===== src/hw/rtl/cfir_pkg.sv =====
// Shared constants and types for the complex FIR filter.
// Used by every module under hw/rtl; depends on nothing.
package cfir_pkg;

    localparam int TAPS_DEF        = 8;
    localparam int SAMPLE_BITS_DEF = 16;
    localparam int COEF_BITS_DEF   = 18;

    // coefficient register file seen by the config port
    localparam int CFG_REGS     = 8;
    localparam int CFG_IDX_BITS = $clog2(CFG_REGS);

    // per-stage load enables of the datapath pipeline
    typedef struct packed {
        logic s1;   // window shift on input beat
        logic s2;   // product register load
        logic s3;   // pair-sum register load
    } t_pipe_en;

endpackage


===== src/hw/rtl/cfir_coef_bank.sv =====
// Coefficient registers written through the configuration port.
// Depends on cfir_pkg for the register index width.
module cfir_coef_bank #(
    parameter int TAPS      = 8,
    parameter int COEF_BITS = 18
) (
    input  logic                               i_clk,
    input  logic                               i_rst_n,
    input  logic                               i_cfg_valid,
    input  logic [cfir_pkg::CFG_IDX_BITS-1:0]  i_cfg_index,
    input  logic [COEF_BITS-1:0]               i_cfg_data,
    output logic signed [COEF_BITS-1:0]        o_coef [TAPS]
);
    import cfir_pkg::*;

    // newest tap resets to just under unity, the rest to zero
    localparam logic [COEF_BITS-1:0] COEF0_RST = {1'b0, {(COEF_BITS-1){1'b1}}};

    logic signed [COEF_BITS-1:0] r_coef [TAPS];

    for (genvar k = 0; k < TAPS; k++) begin : g_reg
        always_ff @(posedge i_clk) begin
            if (!i_rst_n) begin
                r_coef[k] <= (k == 0) ? COEF0_RST : '0;
            end else if (i_cfg_valid && (i_cfg_index == CFG_IDX_BITS'(k))) begin
                r_coef[k] <= i_cfg_data;
            end
        end
        assign o_coef[k] = r_coef[k];
    end

endmodule


===== config.mk =====
export PLATFORM = sky130hd
export DESIGN_NAME = cfir_coef_bank
export DESIGN_NICKNAME = d
export VERILOG_FILES = /design/src/hw/rtl/cfir_pkg.sv /design/src/hw/rtl/cfir_coef_bank.sv
export SDC_FILE = /design/constraint.sdc
export NUM_CORES = 1
export LEC_CHECK = 0
export BUFFER_PORTS_ARGS = -buffer_cell sky130_fd_sc_hd__buf_2
export CORE_MARGIN = 2
export CORE_UTILIZATION = 45
export CTS_CLUSTER_SIZE = 20
export DETAILED_ROUTE_END_ITERATION = 7
export GPL_ROUTABILITY_DRIVEN = 0
export PLACE_DENSITY = 0.82
export SLEW_MARGIN = 20
export SYNTH_ARGS = -nofsm -noshare
export SYNTH_HDL_FRONTEND = slang
export SYNTH_SLANG_ARGS = --single-unit

===== constraint.sdc =====
create_clock -name i_clk -period 7.28 [get_ports i_clk]
set_clock_uncertainty 0.05 [all_clocks]
set_input_delay 1.82 -clock i_clk [delete_from_list [all_inputs] [get_ports i_clk]]
set_output_delay 1.82 -clock i_clk [all_outputs]
set_load 0.01 [all_outputs]

==> flow_summary.ini <==
[clock_tree]
max-clock-path-buffers = 2
clock-sinks = 144
postCtsResizedCells = 0
cts.root.buffer_cell = sky130_fd_sc_hd__clkbuf_16
cts_hold_repair.buffers = 0
cts-buffers-inserted = 17
clk_pin_slew_ns = 0.06
cts-htree-levels = 4
cts_tree = built
cts_post_setup_buffers_inserted = 0

[power]
leakage_nw = 2.539
power.density_mw_per_mm2 = 280.9
seq_power_share = 0.520
clock_power_share = 0.401
part_of_the_total_power_dissipated_in_combinational_logic = 0.079
switching_share = 0.2272
finalPower_mw = 1.907
power_switching_uw = 433.3
power_report.internal_total_mw = 1.474
worst_case_vdd_ir_drop_uv = 129.1

[worst_hold_path]
worst_hold_path_type = primary input to register

[layout]
reg.largest.list = r_coef x144
nets = 550
most_common_library_cell_in_the_layout_ignoring_fill_and_taps = sky130_fd_sc_hd__buf_2
mostFrequentLayoutCells = sky130_fd_sc_hd__buf_2, sky130_fd_sc_hd__edfxtp_1, sky130_fd_sc_hd__nor2_1
number_of_flip_flops_in_the_largest_register = 144
drive_above_1_share = 0.3787
flow.area_growth_from_synthesis_pct = 27.23
most_flop_heavy_register = r_coef

[grt]
number_of_global_route_vias_before_repair = 3655
number_of_antenna_violations_at_the_first_check_in_global_routing = 3
grt_max_degree = 46
global_route_wire_length_before_repair_um = 20350
grt_usage = 0.2182
gr-total-overflow = 0

[critical_path]
end_kind = register
worstPathMaxFanout = 38
nature_of_the_critical_path_startpoint = primary input
timing.critical_path.required_ns = 7.27
start_to_end_type_of_the_worst_setup_path = primary input to register
critical_path_arrival_ns = 3.56

[floorplanning]
coreArea_mm2 = 0.01152
ioPinCount = 168
initial_utilization = 0.4633
chipHeight_um = 112.9
dieWidth_um = 112.9
floorplan.die_area_mm2 = 0.01274
std_cell_rows = 39

[yosys]
flops_latches_synth = 144
postSynthCellCount = 364
ys_seq_area_frac = 0.8105
synth.area.top_cells = sky130_fd_sc_hd__edfxtp_1, sky130_fd_sc_hd__nor2_1, sky130_fd_sc_hd__nand3b_1
synth_cell_types = 14
synth-warning-count = 0
postSynthNetCount = 388
syn-mean-instance-area_um2 = 14.66
synth.cell_area_mm2 = 0.005335
yosysTopAreaCell = sky130_fd_sc_hd__edfxtp_1
post-synth-top-area-fraction = 0.8105

[status]
outcome = complete, but fails checks
failed_checks = DRC

[routing]
drt_iter0_drc = 311
detail_route.first_pass.iterations = 7
wl_per_cell_um = 20.13
post-route-drc-count = 14
routed_via_density = 5.371
num_vias = 3652
detail-route-antenna-nets = 0
drt-total-wl_um = 13690

[timing]
fmax_mhz = 279.8
hold_viol_final = 0
setup-violations-final = 0
totalNegativeSetupSlack_ns = 0
rsz_0062_raised_after_global_routing = false
fin_crit_sh = 0.4909
slew-limit-headroom = 0.3300
slew_violations = 0
max_slew.worst_pin.slew_ns = 1.005
layout_min_cycle_time_ns = 3.574

[placement]
port_buffers = 167
detailed_place_hpwl_um = 9496

[job]
count_of_maximum_capacitance_violations = 0
## Yosys cell counts
library cell and instances:
sky130_fd_sc_hd__buf_6 2, sky130_fd_sc_hd__o21ai_0 8, sky130_fd_sc_hd__nand3_1 19, sky130_fd_sc_hd__nor2_1 127, sky130_fd_sc_hd__buf_2 4, sky130_fd_sc_hd__nand3b_1 20
sky130_fd_sc_hd__inv_1 1, sky130_fd_sc_hd__or3_1 17, sky130_fd_sc_hd__or3b_4 1, sky130_fd_sc_hd__buf_1 4, sky130_fd_sc_hd__clkbuf_1 15, sky130_fd_sc_hd__nand2b_1 1
sky130_fd_sc_hd__buf_4 1, sky130_fd_sc_hd__edfxtp_1 144
## critical path, stage by stage
cell	delay (ns)
sky130_fd_sc_hd__buf_2	0.12
sky130_fd_sc_hd__nand3_2	0.59
sky130_fd_sc_hd__o21ai_2	1.02
## through the flow
step	util	setup WS, ns	cells	instance area, um^2	hold WS (ns)
3_5_place_dp	0.5452	3.306	650	6279	2.076
5_1_grt	0.5894	3.517	680	6788	1.641
6_report	0.5894	3.706	680	6788	1.654
4_1_cts	0.5892	3.725	679	6785	1.644
2_1_floorplan	-	2.988	364	5335	1.949
3_3_place_gp	0.5452	3.442	650	6279	2.073
## routing by layer
metal / GRT usage / vias to the layer above / wire [um]
met2: 0.3474 / 215 / 6648
met4: 0.07967 / 4 / 332
met3: 0.08302 / 34 / 1357
met1: 0.2759 / 1778 / 5322
li1: - / 1621 / -
met5: 0 / - / 31
## cells by family after synthesis
| group | synth area share |
|---|---|
| AND/OR/NAND/NOR | 0.1585 |
| flip-flops | 0.8105 |
| buffers and inverters | 0.02345 |
| AO/OA/AOI/OAI | 0.007505 |
## area by class of cell
cell class	count	area [um^2]
inverters	1	3.754
clock inverters	10	73.82
well taps	143	178.9
repair buffers	169	850.8
clock buffers	19	432.9
multi-input cells	193	920.9
flip-flops and latches	144	4324
fillers	875	4728
diodes	1	2.502
## power by group through the flow
stage          combinational, mW  clock, mW  sequential [mW]
6_report                   0.151      0.764            0.991
5_1_grt                    0.162      0.808            0.995
4_1_cts                    0.152      0.764            0.992
3_5_place_dp               0.151          0             1.01
3_3_place_gp               0.146          0             1.01
2_1_floorplan             0.0421          0             1.03
## path summary, 6_finish.rpt
path      startpoint             to  slack (ns)  cells after the start
max      i_cfg_valid  r_coef[1][54]        3.71                      3
min   i_cfg_data[16]  r_coef[0][16]        1.65                      2
Power figures use the tool's default switching activity.
