**config.mk**
```make
export PLATFORM = sky130hd
export DESIGN_NAME = cfir_round_sat
export DESIGN_NICKNAME = d
export VERILOG_FILES = /design/src/hw/rtl/cfir_pkg.sv /design/src/hw/rtl/cfir_round_sat.sv
export SDC_FILE = /design/constraint.sdc
export NUM_CORES = 1
export LEC_CHECK = 0
export BUFFER_PORTS_ARGS = -buffer_cell sky130_fd_sc_hd__buf_2
export CORE_ASPECT_RATIO = 1.5
export CORE_MARGIN = 3
export CORE_UTILIZATION = 28
export DETAILED_ROUTE_END_ITERATION = 12
export GPL_TIMING_DRIVEN = 0
export SLEW_MARGIN = 20
export SYNTH_ARGS = -nofsm -noshare
export SYNTH_HDL_FRONTEND = slang
export SYNTH_SLANG_ARGS = --single-unit
```
**constraint.sdc**
```tcl
create_clock -name vclk -period 8.8
set_input_delay 0.88 -clock vclk [all_inputs]
set_output_delay 0.88 -clock vclk [all_outputs]
set_load 0.03 [all_outputs]
```
**src/hw/rtl/cfir_pkg.sv**
```systemverilog
// Shared constants and types for the complex FIR filter.
// Used by every module under hw/rtl; depends on nothing.
package cfir_pkg;

    localparam int TAPS_DEF        = 8;
    localparam int SAMPLE_BITS_DEF = 16;
    localparam int COEF_BITS_DEF   = 18;

    // coefficient register file seen by the config port
    localparam int CFG_REGS     = 8;
    localparam int CFG_IDX_BITS = $clog2(CFG_REGS);

    // per-stage load enables of the datapath pipeline
    typedef struct packed {
        logic s1;   // window shift on input beat
        logic s2;   // product register load
        logic s3;   // pair-sum register load
    } t_pipe_en;

endpackage

```
**src/hw/rtl/cfir_round_sat.sv**
```systemverilog
// Final sum of the pair results, round half up, scale and saturate.
// Depends on cfir_pkg only through the common import style.
module cfir_round_sat #(
    parameter  int TAPS        = 8,
    parameter  int SAMPLE_BITS = 16,
    parameter  int COEF_BITS   = 18,
    localparam int PAIRS       = (TAPS + 1) / 2,
    localparam int PAIR_W      = SAMPLE_BITS + COEF_BITS + 1
) (
    input  logic signed [PAIR_W-1:0]       i_pair [PAIRS],
    output logic signed [SAMPLE_BITS-1:0]  o_value,
    output logic                           o_sat
);
    import cfir_pkg::*;

    localparam int ACC_W = PAIR_W + 2;
    localparam int SH_W  = ACC_W - COEF_BITS + 1;

    localparam logic signed [ACC_W-1:0] RND  = ACC_W'(1) << (COEF_BITS - 2);
    localparam logic signed [SH_W-1:0]  MAXV = SH_W'((1 << (SAMPLE_BITS - 1)) - 1);
    localparam logic signed [SH_W-1:0]  MINV = -MAXV - SH_W'(1);

    logic signed [ACC_W-1:0] acc;
    logic signed [SH_W-1:0]  scaled;

    always_comb begin
        acc = RND;
        for (int j = 0; j < PAIRS; j++) acc = acc + ACC_W'(i_pair[j]);
        // arithmetic shift floors; the dropped top bits are sign copies
        scaled = SH_W'(acc >>> (COEF_BITS - 1));
        if (scaled > MAXV) begin
            o_value = MAXV[SAMPLE_BITS-1:0];
            o_sat   = 1'b1;
        end else if (scaled < MINV) begin
            o_value = MINV[SAMPLE_BITS-1:0];
            o_sat   = 1'b1;
        end else begin
            o_value = scaled[SAMPLE_BITS-1:0];
            o_sat   = 1'b0;
        end
    end

endmodule

```
==> impl.org <==
** Critical path
- Max stage delay on crit path :: 540 ps
- STA classifies the critical path endpoint as an output pin.
- Traced cell by cell, the critical path runs through buf_2 -> inv_1 -> fa_1 -> inv_1 -> fa_1 -> fa_1 -> ha_1 -> and3_1 -> nand4_1 -> or3_1 -> o21ai_0 -> and4_1 -> a21o_1 -> xor2_1 -> a41oi_2 -> clkbuf_2 -> o21ai_0 -> buf_2.
- Crit path kind :: input pin to output pin
- Slowest stage cell, crit path :: fa_1
- Data on the critical path is required at its endpoint by 7920 ps.
- Critical-path maximum fanout :: 10
- The cell that appears most often on the critical path is fa_1.
- The worst setup path is launched from an input pin.
- Critical path arrival :: 5690 ps
- In this run the worst setup path begins at i_pair[15].

** Cells and area
- Relative to the synthesized area, the layout overhead comes to 24.01%.
- Fraction of final layout cells sized beyond drive strength 1 :: 25.00%
- Antenna cell count :: 0
- The sequential cells in the finished layout cover a total of 0 µm².
- Clock buffers in the final layout number 0.
- Fin nets :: 967
- Post-route cell area :: 5325 µm²
- Sequential cell count :: 0

** Logic synthesis
- Largest family of logic cells by synthesized area :: adder cells
- Post-synthesis xor/xnor area fraction :: 4.050%
- Total number of yosys warnings :: 0
- Area of the mapped netlist :: 4294 µm²
- In this run, distinct cell masters in the synthesized netlist total 54.
- Portion of netlist area occupied by mux cells :: 0%
- After synthesis, the mean cell area works out to 8.087 µm².
- Synthesis produced a netlist with a net count of 808.
- Synthesis produced 531 cells.
- Sequential share of the synthesized area :: 0%
- Fraction of the mapped netlist area in compound gates :: 17.95%
- Simple-gate share of the synthesized area :: 10.14%
- Adder-cell share of the synthesized area :: 52.16%

** Detailed routing
- Antenna-violating nets left :: 0
- Aggregate routed wire length :: 10310 µm
- Using the TritonRoute via totals, the vias-per-cell ratio works out to 4.437.
- After detailed routing, the number of remaining DRC violations is 0.
- Number of DRC markers after the initial detailed-route iteration :: 88
- DR vias :: 3922
- The first detailed-routing pass ran for 4 iterations.
- WL per Instance :: 11.66 µm

** Placed design
- Placed cell areas :: 5325 µm²
- Count of port buffers added during placement :: 157
- DP Wirelength :: 9543 µm
- Final estimated routing congestion in global placement :: 0.8210

** Hold path
- Start point of the worst min-delay path :: i_pair[121]
- Type of the most critical hold path :: input pin to output pin

** Die
- After floorplanning, the core was divided into 54 placement rows.
- From left edge to right edge, the die measures 107.1 µm.
- Initial standard-cell utilization of the core :: 29.02%
- # IOs :: 157
- The total area inside the core boundary comes to 14800 µm².
- The floorplan step set the die height to 157.7 µm.
- Area enclosed by the die boundary :: 16890 µm²

** Outcome
- Outcome :: complete, no violations

** Pwr
- The analysis attributes to cell leakage a power of 3.102 nW.
- PwrDens :: 281.1 nW/µm²
- The worst-case IR drop observed on VDD is 0.1561 mV.

** Run
- Max capacitance violation total :: 0

** STA
- Final worst-path cycle share :: 74.61%
- Slew Limit Headroom :: 55.60%
- The worst path needs 6566 ps of the cycle, external delays included.
- Setup violations remaining at the end of the flow were counted as 0.
- Setup total negative slack on the finished layout was measured at 0 ps.
- At the pin with the least slew margin, the transition time is 649.2 ps.
- The number of failing hold endpoints at the final stage came to 0.
- Highest clock frequency the design can meet :: 0.1523 GHz
- Setup repair after global routing left no endpoint under its margin.
- The number of slew-limit violations in the final report is 0.

** GRT
- Global routing consumed, over all layers together, 12.01% of the routing resources.
- The first global-routing pass estimated 17310 µm of wire.
- Aggregate global routing overflow :: 0
- Number of antenna violations at the first check in global routing :: 0
- Entering global routing, the biggest net connects 11 pins.
- Number of global-route vias before repair :: 4109

** Clock tree
- After clock tree synthesis, the repair step resized 0 gates.
- CTS Hold Buffers Added :: 0
- After clock tree synthesis, the setup repair step added 0 buffers.
==> cell usage in the layout (no fill, tap or decap), types with 2 or more instances in the layout <==
| master | n |
|---|---|
| fa_1 | 70 |
| ha_1 | 67 |
| buf_2 | 158 |
| and3_1 | 4 |
| nor2_1 | 12 |
| a21o_1 | 15 |
| o21a_1 | 6 |
| o21ai_1 | 8 |
| o211ai_1 | 6 |
| o21ai_0 | 17 |
| a211o_1 | 2 |
| and4_1 | 2 |
| nand2_1 | 36 |
| o21bai_1 | 3 |
| nor3_1 | 6 |
| inv_1 | 168 |
| or3_1 | 4 |
| clkbuf_1 | 6 |
| a41oi_2 | 2 |
| xor2_1 | 7 |
| a21oi_1 | 31 |
| nor4_1 | 2 |
| a211oi_1 | 2 |
| nand4_1 | 3 |
| a31oi_1 | 3 |
| and2_1 | 3 |
| xnor2_1 | 11 |
| o2111ai_1 | 2 |
| nand3_1 | 5 |
| and3_4 | 2 |
| or4_1 | 2 |
==> power breakdown <==
part,leakage (nW),switching (mW),internal [mW]
clock network,0,0,0
logic,3.10,0.963,0.533
registers,0,0,0
==> through the flow <==
step	hold WS (ps)	std cells	setup WS [ps]	utilization (%)	power, mW
after floorplan	2510	531	2571	-	1.103
after global placement	2672	884	2292	35.99	1.504
after detailed placement	2690	884	2221	35.99	1.513
after CTS	2694	884	2202	35.99	1.523
after global routing	2762	884	1943	35.99	1.677
final	2678	884	2234	35.99	1.497
==> cell usage after synthesis, types with 2 or more instances <==
master	n	share of area (%)
a21oi_1	31	3.6
o211ai_1	6	1.0
o21a_1	6	1.0
nand2_1	36	3.1
or3_1	4	0.58
a211o_1	2	0.41
nand4_1	3	0.44
and4_1	2	0.41
and3_1	4	0.58
or4_1	2	0.35
and2_1	3	0.44
ha_1	67	20
nor3_1	6	0.70
fa_1	70	33
o21ai_1	8	0.93
a21o_1	15	2.6
a211oi_1	2	0.35
nor4_1	2	0.29
o2111ai_1	2	0.41
o21bai_1	3	0.52
inv_1	168	15
o21ai_0	17	2.0
a31oi_1	3	0.44
xnor2_1	11	2.2
clkbuf_1	6	0.52
nor2_1	12	1.0
nand3_1	5	0.58
xor2_1	7	1.4
a41oi_2	2	0.76
and3_4	2	0.52
==> cell families after synthesis <==
| kind of cell | Yosys count |
|---|---|
| AOI/OAI and AO/OA | 112 |
| xor gates and xnor gates | 19 |
| adders and majority gates | 137 |
| buffers and inverters | 177 |
| and+or+nand+nor | 86 |
==> layer usage <==
| metal | track usage [%] | wire length, µm | up-vias |
|---|---|---|---|
| met5 | 0 | 0 | - |
| met4 | 1.402 | 98 | 0 |
| met3 | 0.7344 | 531 | 10 |
| met2 | 24.44 | 5835 | 95 |
| met1 | 13.89 | 3844 | 1806 |
| li1 | - | - | 2011 |
==> critical path, delay by kind of cell <==
| family | cells | cell delay, ps |
|---|---|---|
| fa+ha+maj | 4 | 1780 |
| simple gates | 4 | 1000 |
| compound gates | 4 | 980 |
| buf+inv | 5 | 700 |
| xor+xnor | 1 | 360 |
==> layout make-up <==
type / instances / area [µm²]
fill: 1549 / 9472
buffer: 9 / 43.79
inverter: 168 / 630.6
tap: 196 / 245.2
timing repair buffer: 157 / 785.8
multi-input combinational: 354 / 3620
==> worst paths after layout <==
path                    endpoint  slack, ps  cells past startpoint
worst min-delay path  o_value[0]       2680                      7
worst max-delay path  o_value[4]       2230                     18
No activity file was read; power rests on OpenSTA's default activity.
